`src/sv/lrob_pkg.sv`:
```
// ----------------------------------------------------------------------------
// lrob_pkg
// Shared types, widths and codes for the octant line rasteriser.
// ----------------------------------------------------------------------------
package lrob_pkg;

  // coordinate and colour widths
  localparam int COORD_BITS = 16;
  localparam int COLOR_W    = 32;
  // first-octant point width (room for negating the most negative input)
  localparam int PT_W       = COORD_BITS + 1;
  // error term and doubled slope width
  localparam int ERR_W      = COORD_BITS + 3;

  // stream packing, filled up to whole bytes
  localparam int IN_DATA_W  = ((4 * COORD_BITS + COLOR_W + 7) / 8) * 8;
  localparam int OUT_DATA_W = ((2 * COORD_BITS + COLOR_W + 7) / 8) * 8;

  // queue depth between front and back
  localparam int Q_DEPTH    = 2;
  localparam int Q_PTR_W    = $clog2(Q_DEPTH);
  localparam int Q_CNT_W    = $clog2(Q_DEPTH + 1);

  // item kinds carried in tuser
  localparam logic ACT_START = 1'b0;
  localparam logic ACT_STEP  = 1'b1;

  // octant codes
  localparam logic [2:0] OCT_ONE   = 3'd0;
  localparam logic [2:0] OCT_TWO   = 3'd1;
  localparam logic [2:0] OCT_THREE = 3'd2;
  localparam logic [2:0] OCT_FOUR  = 3'd3;
  localparam logic [2:0] OCT_FIVE  = 3'd4;
  localparam logic [2:0] OCT_SIX   = 3'd5;
  localparam logic [2:0] OCT_SEVEN = 3'd6;
  localparam logic [2:0] OCT_EIGHT = 3'd7;

  typedef logic signed [COORD_BITS-1:0] coord_t;
  typedef logic signed [PT_W-1:0]       pt_t;
  typedef logic signed [ERR_W-1:0]      err_t;
  typedef logic [COLOR_W-1:0]           color_t;

  // classified item as it travels from front to back
  typedef struct packed {
    logic       action;
    logic [2:0] octant;
    pt_t        x1;
    pt_t        y1;
    pt_t        x2;
    pt_t        y2;
    color_t     color;
  } lrob_entry_t;

  // queue status seen by the back end
  typedef struct packed {
    logic        valid;
    lrob_entry_t head;
  } lrob_qhead_t;

endpackage

```
`src/sv/lrob_front.sv`:
```
// ----------------------------------------------------------------------------
// lrob_front
// Accepts input transactions, classifies start items into an octant and
// mirrors both endpoints into the first octant before queueing them.
// ----------------------------------------------------------------------------
module lrob_front import lrob_pkg::*; (
  input  logic        clk,
  input  logic        rst_n,
  input  logic        in_valid,
  output logic        in_ready,
  input  logic        in_action,
  input  coord_t      in_start_x,
  input  coord_t      in_start_y,
  input  coord_t      in_end_x,
  input  coord_t      in_end_y,
  input  color_t      in_color,
  input  logic        q_full,
  output logic        q_push,
  output lrob_entry_t q_entry
);

  pt_t        sx, sy, ex, ey;
  pt_t        dx, dy, ndx, ndy;
  logic [2:0] oct;

  // mirror a point into the first octant
  function automatic void to_first(input logic [2:0] oc, input pt_t a, input pt_t b,
                                   output pt_t x, output pt_t y);
    unique case (oc)
      OCT_ONE:   begin x = a;  y = b;  end
      OCT_TWO:   begin x = b;  y = a;  end
      OCT_THREE: begin x = b;  y = -a; end
      OCT_FOUR:  begin x = -a; y = b;  end
      OCT_FIVE:  begin x = -a; y = -b; end
      OCT_SIX:   begin x = -b; y = -a; end
      OCT_SEVEN: begin x = -b; y = a;  end
      default:   begin x = a;  y = -b; end
    endcase
  endfunction

  // sign extend endpoints and take the deltas
  always_comb begin
    sx  = pt_t'({in_start_x[COORD_BITS-1], in_start_x});
    sy  = pt_t'({in_start_y[COORD_BITS-1], in_start_y});
    ex  = pt_t'({in_end_x[COORD_BITS-1], in_end_x});
    ey  = pt_t'({in_end_y[COORD_BITS-1], in_end_y});
    dx  = ex - sx;
    dy  = ey - sy;
    ndx = -dx;
    ndy = -dy;
  end

  // octant choice
  always_comb begin
    if (dx > 0) begin
      if (dy > 0) oct = (dx >= dy) ? OCT_ONE : OCT_TWO;
      else        oct = (dx >= ndy) ? OCT_EIGHT : OCT_SEVEN;
    end else begin
      if (dy > 0) oct = (ndx >= dy) ? OCT_FOUR : OCT_THREE;
      else        oct = (dx <= dy) ? OCT_FIVE : OCT_SIX;
    end
  end

  // build the queue entry
  always_comb begin
    q_entry        = '0;
    q_entry.action = in_action;
    q_entry.octant = oct;
    q_entry.color  = in_color;
    to_first(oct, sx, sy, q_entry.x1, q_entry.y1);
    to_first(oct, ex, ey, q_entry.x2, q_entry.y2);
  end

  // handshake
  assign in_ready = rst_n & ~q_full;
  assign q_push   = in_valid & in_ready;

  // a start entry always lands in the first octant
  assert property (@(posedge clk) disable iff (!rst_n)
    (q_push && in_action == ACT_START) |->
      (q_entry.x2 >= q_entry.x1) && (q_entry.y2 >= q_entry.y1) &&
      ((q_entry.y2 - q_entry.y1) <= (q_entry.x2 - q_entry.x1)))
    else $error("start entry not mirrored into first octant");

  // no push into a full queue
  assert property (@(posedge clk) disable iff (!rst_n) q_push |-> !q_full)
    else $error("push while queue full");

  // equal endpoints fall in octant five
  assert property (@(posedge clk) disable iff (!rst_n)
    (q_push && dx == 0 && dy == 0) |-> q_entry.octant == OCT_FIVE)
    else $error("degenerate line misclassified");

endmodule

```
`src/sv/lrob_queue.sv`:
```
// ----------------------------------------------------------------------------
// lrob_queue
// Short first-in first-out queue decoupling the front and back ends.
// ----------------------------------------------------------------------------
module lrob_queue import lrob_pkg::*; (
  input  logic        clk,
  input  logic        rst_n,
  input  logic        push,
  input  lrob_entry_t push_entry,
  output logic        full,
  input  logic        pop,
  output lrob_qhead_t head
);

  lrob_entry_t        slot_r [Q_DEPTH];
  logic [Q_PTR_W-1:0] wr_ptr_r, wr_ptr_nxt;
  logic [Q_PTR_W-1:0] rd_ptr_r, rd_ptr_nxt;
  logic [Q_CNT_W-1:0] count_r, count_nxt;

  // status
  assign full       = (count_r == Q_CNT_W'(Q_DEPTH));
  assign head.valid = (count_r != '0);
  assign head.head  = slot_r[rd_ptr_r];

  // pointer and fill count update
  always_comb begin
    wr_ptr_nxt = wr_ptr_r;
    rd_ptr_nxt = rd_ptr_r;
    count_nxt  = count_r;
    if (push) begin
      wr_ptr_nxt = (wr_ptr_r == Q_PTR_W'(Q_DEPTH - 1)) ? '0 : wr_ptr_r + 1'b1;
    end
    if (pop) begin
      rd_ptr_nxt = (rd_ptr_r == Q_PTR_W'(Q_DEPTH - 1)) ? '0 : rd_ptr_r + 1'b1;
    end
    case ({push, pop})
      2'b10:   count_nxt = count_r + 1'b1;
      2'b01:   count_nxt = count_r - 1'b1;
      default: count_nxt = count_r;
    endcase
  end

  always_ff @(posedge clk) begin
    if (!rst_n) begin
      wr_ptr_r <= '0;
      rd_ptr_r <= '0;
      count_r  <= '0;
    end else begin
      wr_ptr_r <= wr_ptr_nxt;
      rd_ptr_r <= rd_ptr_nxt;
      count_r  <= count_nxt;
    end
  end

  // storage
  always_ff @(posedge clk) begin
    if (push) begin
      slot_r[wr_ptr_r] <= push_entry;
    end
  end

  // fill count never exceeds depth
  assert property (@(posedge clk) disable iff (!rst_n) count_r <= Q_CNT_W'(Q_DEPTH))
    else $error("queue overfilled");

  // nothing taken from an empty queue
  assert property (@(posedge clk) disable iff (!rst_n) pop |-> head.valid)
    else $error("pop from empty queue");

  // lone push grows the count by one
  assert property (@(posedge clk) disable iff (!rst_n)
    (push && !pop) |=> count_r == $past(count_r) + 1'b1)
    else $error("queue count lost a push");

endmodule

```
`src/sv/lrob_back.sv`:
```
// ----------------------------------------------------------------------------
// lrob_back
// Walks the first-octant line one pixel per step item, maps each pixel back
// to its real octant and holds it in an output register.
// ----------------------------------------------------------------------------
module lrob_back import lrob_pkg::*; (
  input  logic                  clk,
  input  logic                  rst_n,
  input  lrob_qhead_t           head,
  output logic                  pop,
  output logic                  out_valid,
  input  logic                  out_ready,
  output logic [OUT_DATA_W-1:0] out_data,
  output logic                  out_last
);

  logic                  busy_r, busy_nxt;
  logic [2:0]            oct_r;
  pt_t                   walk_x_r, walk_y_r, stop_x_r;
  err_t                  err_r, rise_r, rise_run_r;
  color_t                color_r;
  logic                  out_valid_r, out_valid_nxt;
  logic [OUT_DATA_W-1:0] out_data_r;
  logic                  out_last_r;

  logic                  out_free, is_start, emit, last;
  err_t                  run_w, rise_w, e_add, e_sub;
  pt_t                   px, py;
  logic [OUT_DATA_W-1:0] pix_data;

  // dispatch
  assign out_free = ~out_valid_r | out_ready;
  assign is_start = (head.head.action == ACT_START);
  assign pop      = head.valid & (is_start | ~busy_r | out_free);
  assign emit     = pop & ~is_start & busy_r;
  assign last     = (walk_x_r >= stop_x_r);

  // slopes of a new line and the two candidate error terms
  always_comb begin
    run_w  = err_t'({{(ERR_W-PT_W){head.head.x2[PT_W-1]}}, head.head.x2})
           - err_t'({{(ERR_W-PT_W){head.head.x1[PT_W-1]}}, head.head.x1});
    rise_w = err_t'({{(ERR_W-PT_W){head.head.y2[PT_W-1]}}, head.head.y2})
           - err_t'({{(ERR_W-PT_W){head.head.y1[PT_W-1]}}, head.head.y1});
    e_add  = err_r + rise_r;
    e_sub  = err_r + rise_run_r;
  end

  // map the current pixel back to its octant
  always_comb begin
    unique case (oct_r)
      OCT_ONE:   begin px = walk_x_r;  py = walk_y_r;  end
      OCT_TWO:   begin px = walk_y_r;  py = walk_x_r;  end
      OCT_THREE: begin px = -walk_y_r; py = walk_x_r;  end
      OCT_FOUR:  begin px = -walk_x_r; py = walk_y_r;  end
      OCT_FIVE:  begin px = -walk_x_r; py = -walk_y_r; end
      OCT_SIX:   begin px = -walk_y_r; py = -walk_x_r; end
      OCT_SEVEN: begin px = walk_y_r;  py = -walk_x_r; end
      default:   begin px = walk_x_r;  py = -walk_y_r; end
    endcase
    pix_data = '0;
    pix_data[COORD_BITS-1:0]                      = px[COORD_BITS-1:0];
    pix_data[2*COORD_BITS-1:COORD_BITS]           = py[COORD_BITS-1:0];
    pix_data[2*COORD_BITS+COLOR_W-1:2*COORD_BITS] = color_r;
  end

  // busy flag
  always_comb begin
    busy_nxt = busy_r;
    if (pop && is_start) busy_nxt = 1'b1;
    else if (emit && last) busy_nxt = 1'b0;
  end

  // output register valid
  always_comb begin
    if (emit)           out_valid_nxt = 1'b1;
    else if (out_ready) out_valid_nxt = 1'b0;
    else                out_valid_nxt = out_valid_r;
  end

  always_ff @(posedge clk) begin
    if (!rst_n) begin
      busy_r      <= 1'b0;
      out_valid_r <= 1'b0;
    end else begin
      busy_r      <= busy_nxt;
      out_valid_r <= out_valid_nxt;
    end
  end

  // line state: load on start, advance on step
  always_ff @(posedge clk) begin
    if (pop && is_start) begin
      oct_r      <= head.head.octant;
      walk_x_r   <= head.head.x1;
      walk_y_r   <= head.head.y1;
      stop_x_r   <= head.head.x2;
      color_r    <= head.head.color;
      err_r      <= -run_w;
      rise_r     <= rise_w + rise_w;
      rise_run_r <= (rise_w - run_w) + (rise_w - run_w);
    end else if (emit && !last) begin
      walk_x_r <= walk_x_r + pt_t'(1);
      if (e_add > 0) begin
        walk_y_r <= walk_y_r + pt_t'(1);
        err_r    <= e_sub;
      end else begin
        err_r    <= e_add;
      end
    end
  end

  // output payload
  always_ff @(posedge clk) begin
    if (emit) begin
      out_data_r <= pix_data;
      out_last_r <= last;
    end
  end

  assign out_valid = out_valid_r;
  assign out_data  = out_data_r;
  assign out_last  = out_last_r;

  // walker never passes the end point
  assert property (@(posedge clk) disable iff (!rst_n) busy_r |-> walk_x_r <= stop_x_r)
    else $error("walk passed the end of the line");

  // error term stays non-positive between steps
  assert property (@(posedge clk) disable iff (!rst_n) busy_r |-> err_r <= 0)
    else $error("error term out of range");

  // last pixel ends the line
  assert property (@(posedge clk) disable iff (!rst_n) (emit && last) |=> !busy_r)
    else $error("line still busy after last pixel");

endmodule

```
`src/sv/line_raster_octant_bresenham.sv`:
```
// ----------------------------------------------------------------------------
// line_raster_octant_bresenham
// Octant-normalised line rasteriser: start items set up a line, step items
// each produce one pixel.
// ----------------------------------------------------------------------------
//  channel  dir  tdata (low bit up)                        tuser / tlast
//  in_      in   start_x, start_y, end_x, end_y, line_color  tuser: action
//  out_     out  pixel_x, pixel_y, pixel_color               tlast: last_pixel
//
//  One transaction per clock in each direction, sustained while out_tready is
//  high; a step's pixel is registered after it leaves the two-entry queue.
//  The line walk (two adds, a compare on the error term) sets the pixel rate.
//  Synchronous active-low reset clears queue, busy flag and output valid.
//  A stalled output holds the pixel; the queue keeps accepting until full.
// ----------------------------------------------------------------------------
module line_raster_octant_bresenham import lrob_pkg::*; (
  input  logic                  clk,
  input  logic                  rst_n,
  input  logic                  in_tvalid,
  output logic                  in_tready,
  // start_x, start_y, end_x, end_y, line_color
  input  logic [IN_DATA_W-1:0]  in_tdata,
  // action
  input  logic                  in_tuser,
  output logic                  out_tvalid,
  input  logic                  out_tready,
  // pixel_x, pixel_y, pixel_color
  output logic [OUT_DATA_W-1:0] out_tdata,
  output logic                  out_tlast
);

  logic        q_push, q_full, q_pop;
  lrob_entry_t q_entry;
  lrob_qhead_t q_head;

  // front end: classify and mirror
  lrob_front u_front (
    .clk        (clk),
    .rst_n      (rst_n),
    .in_valid   (in_tvalid),
    .in_ready   (in_tready),
    .in_action  (in_tuser),
    .in_start_x (coord_t'(in_tdata[COORD_BITS-1:0])),
    .in_start_y (coord_t'(in_tdata[2*COORD_BITS-1:COORD_BITS])),
    .in_end_x   (coord_t'(in_tdata[3*COORD_BITS-1:2*COORD_BITS])),
    .in_end_y   (coord_t'(in_tdata[4*COORD_BITS-1:3*COORD_BITS])),
    .in_color   (in_tdata[4*COORD_BITS+COLOR_W-1:4*COORD_BITS]),
    .q_full     (q_full),
    .q_push     (q_push),
    .q_entry    (q_entry)
  );

  // decoupling queue
  lrob_queue u_queue (
    .clk        (clk),
    .rst_n      (rst_n),
    .push       (q_push),
    .push_entry (q_entry),
    .full       (q_full),
    .pop        (q_pop),
    .head       (q_head)
  );

  // back end: line walk and output register
  lrob_back u_back (
    .clk       (clk),
    .rst_n     (rst_n),
    .head      (q_head),
    .pop       (q_pop),
    .out_valid (out_tvalid),
    .out_ready (out_tready),
    .out_data  (out_tdata),
    .out_last  (out_tlast)
  );

endmodule

```
`config.mk`:
```
export PLATFORM = sky130hd
export DESIGN_NAME = line_raster_octant_bresenham
export DESIGN_NICKNAME = d
export VERILOG_FILES = /design/src/sv/lrob_pkg.sv /design/src/sv/lrob_front.sv /design/src/sv/lrob_queue.sv /design/src/sv/lrob_back.sv /design/src/sv/line_raster_octant_bresenham.sv
export SDC_FILE = /design/constraint.sdc
export NUM_CORES = 1
export LEC_CHECK = 0
export BUFFER_PORTS_ARGS = -buffer_cell sky130_fd_sc_hd__buf_2
export CELL_PAD_IN_SITES_DETAIL_PLACEMENT = 1
export CELL_PAD_IN_SITES_GLOBAL_PLACEMENT = 1
export CORE_MARGIN = 2
export CORE_UTILIZATION = 45
export DETAILED_ROUTE_END_ITERATION = 16
export PLACE_DENSITY = 0.8
export SLEW_MARGIN = 20
export SYNTH_ARGS = -nofsm -noshare
export SYNTH_HDL_FRONTEND = slang
export SYNTH_HIERARCHICAL = 1
export SYNTH_SLANG_ARGS = --single-unit
```
`constraint.sdc`:
```
create_clock -name clk -period 7.3 [get_ports clk]
set_clock_uncertainty 0.15 [all_clocks]
set_input_delay 1.46 -clock clk [delete_from_list [all_inputs] [get_ports clk]]
set_output_delay 1.46 -clock clk [all_outputs]
set_load 0.02 [all_outputs]
```
==> impl_metrics.toml <==
[timing]
finalSetupViolCount = 0
slew_viol_final = 0
worst_slack_ns = 0.290
worst_pin_slew_ns = 0.957
slew_headroom = 0.362
hold_violations = 0
max_freq_mhz = 143
post-route-period-util = 0.960
fin_crit_ns = 7.01

[floorplanning]
core_area_um2 = 65700
ios = 168
dieArea_um2 = 68400
die_width_um = 262
start_util = 0.454
dieHeight_um = 262
row_count = 94

[setup_path]
endpoint_kind = "flop"
critical-path-max-stage-delay_ns = 0.52
r2r_slack_ns = 1.30
reg2reg_depth = 15
endpoint = "u_queue/slot_r[0][88]"
required_ns = 7.43
crit_type = "in -> reg"
cp-startpoint = "in_tdata[32]"
critPathLaunchType = "input port"
crit_path_top_delay_cell = "or4_1"
r2r-end = "u_back/rise_run_r[17]"
cp.arrival_ns = 7.14
crit_fanout = 45

[grt]
grt_max_degree = 100
grt_pass1_vias = 27000
antenna_found_initial = 4
gr-total-overflow = 0
grt_usage = 0.285
grt_pass1_wl_um = 153000
grt_use_met2 = 0.519
top_usage_layer = "met2"
met1_usage = 0.340
use_met3 = 0.0302

[synthesis]
ys_seq_elements = 420
yosysUniqueCellTypes = 105
yosys.area.top_type_share = 0.415
synth_warnings = 6
synth_most_common_cell = "edfxtp_1"
synth_ff_type = "edfxtp_1"
ys_async_sr_fraction = 0
syn_avg_cell_area_um2 = 10.1
synth_area_leaders = "edfxtp_1 42%, ha_1 8.0%, nand2_1 3.2%, xnor2_1 3.1%, mux2_4 3.0%"
synth_top_cell_by_area = "edfxtp_1"
syn_inst = 2952
synth-edff-count = 413
synth_area_um2 = 29800
syn_nets = 3252
synthTopCellsByCount = "413 x edfxtp_1, 253 x nand2_1, 202 x nor2_1"
yosysSeqAreaShare = 0.420

[clock_network]
cts_setup_buffers = 0
clock-sinks = 420
cts_max_level = 2
clkLatencyLatePin_ns = 0.60
cts_tree = "built"
cts.clk_slew.worst_paths_ns = 0.06
ctsHoldBuffers = 0
numCtsBuffers = 47
clock-root-buffer = "clkbuf_16"
clockBufferDepth = 3

[final_layout]
nNetsFinal = 3527
final-seq-area_um2 = 12500
fin_util = 0.527
fill_cells = 7286
area_delta_synth_final_pct = 16.1
multi_input_area_um2 = 15900
final_layout_size_suffix_gt1_frac = 0.208

[power]
p_per_area_nw_per_um2 = 454
p_leak_nw = 13.5
irDropWorstVdd_mv = 0.274

[place]
dp.final_hpwl_um = 75300
place_ws_ns = -0.816
port_buffers = 167
gp_congestion = 0.939

[detailed_routing]
drt.antenna.violating_nets = 0
totalWireLength_um = 98900
firstDrtPassIters = 5
viasPerCell = 6.11
drcViolationCount = 0
drtIter0Drc = 2109
wire_per_inst_um = 24.0
vias = 25300

[flow_run]
max-cap-violations = 0

[min_path]
min_path_type = "reg -> reg"

[status]
status = "completed"
==> sequential cells by signal, indices dropped and copies added (netlist names), 3 cells and up, named ones only <==
signal / cells
u_back/color_r: 32
u_back/err_r: 19
u_back/oct_r: 3
u_back/out_data: 64
u_back/rise_r: 18
u_back/rise_run_r: 18
u_back/stop_x_r: 17
u_back/walk_x_r: 17
u_back/walk_y_r: 16
u_queue/slot_r: 208
==> report_power, final <==
part           switching, mW  leakage, nW  internal, mW
logic                   5.47         8.82          3.63
clock network           1.03        0.829          1.64
registers              0.354         3.85          3.62
==> worst max-delay path, delay by kind of cell <==
kind	cells	cell delay, ns
AO/OA/AOI/OAI	9	1.92
AND/OR/NAND/NOR	10	2.18
XOR/XNOR	1	0.15
multiplexers	1	0.11
buffers and inverters	3	0.41
adder cells (fa/ha/maj)	3	0.86
==> routing by layer <==
layer  routed length (um)  vias to the layer above
li1                     -                    11500
met1                39600                    12700
met2                50300                      794
met3                 4580                      229
met4                 4390                        2
met5                   13                        -
==> stage by stage <==
stage / setup TNS (ns) / instance area, um2 / cells / hold slack, ns / power, mW
floorplan: 0 / 29800 / 2952 / 0.250 / 10.3
finish: 0 / 34700 / 4130 / 0.266 / 15.7
global route: -0.0124 / 34600 / 4127 / 0.274 / 16.7
global placement: -49.48 / 32800 / 4042 / 0.250 / 12.2
detailed placement: -94.00 / 32800 / 4042 / 0.256 / 12.8
CTS: 0 / 34500 / 4127 / 0.267 / 15.6
==> cells in the final DEF, fill, tap and decap left out, types with 15 or more instances in the layout <==
master / instances
inv_1: 183
and3_1: 25
clkbuf_16: 48
a22oi_1: 26
nor2_1: 199
o211a_1: 16
nor3_1: 84
mux2_2: 45
buf_4: 221
mux2i_1: 24
mux2_4: 60
nand3_1: 100
buf_2: 167
edfxtp_1: 413
o211ai_1: 42
a31oi_1: 26
nor3b_1: 17
o31ai_1: 19
ha_1: 192
nand4_1: 23
o311ai_1: 17
nor4_1: 16
or2_2: 15
mux4_2: 23
a21o_1: 36
o21ai_0: 141
a211oi_1: 18
o21ai_1: 30
nand2b_1: 27
xor2_1: 62
nand2_1: 253
or3_1: 53
xnor2_1: 103
o21a_1: 41
and2_1: 20
nor2b_1: 41
a21oi_1: 156
==> kinds of logic (layout without fill, tap and decap cells) <==
group,Yosys count,count (layout),share of synthesized area
compound gates,727,727,0.166
xor+xnor,169,169,0.0505
fa+ha+maj,200,200,0.0855
buf+inv,359,670,0.0532
flops,420,420,0.420
mux,152,152,0.0726
other cells,0,3,0
simple gates,925,925,0.152
==> area by class of cell <==
| cell class | count | area share |
|---|---|---|
| Clock inverter | 31 | 0.0145 |
| Inverter | 186 | 0.0203 |
| Clock buffer | 54 | 0.0353 |
| Timing Repair Buffer | 399 | 0.0784 |
| Antenna cell | 3 | 0.000217 |
| Multi-Input combinational cell | 2173 | 0.458 |
| Tap cell | 864 | 0.0312 |
| Sequential cell | 420 | 0.362 |
==> repair_timing <==
item,CTS,global route
hold endpoints to repair,0,0
setup endpoints to repair,120,135
resized for setup,2,20
pin swaps,0,0
==> how the worst min path moves through the flow <==
stage	startpoint	to	slack [ns]	cells after the start
after floorplan	u_back/color_r[0]	u_back/out_data[32]	0.25	0
after global placement	u_back/color_r[2]	u_back/out_data[34]	0.25	0
after detailed placement	u_back/color_r[18]	u_back/out_data[50]	0.26	0
after CTS	u_back/color_r[24]	u_back/out_data[56]	0.27	0
after global routing	u_back/color_r[24]	u_back/out_data[56]	0.27	0
final	u_back/color_r[8]	u_back/out_data[40]	0.27	0
(Power assumes the default switching activity.)
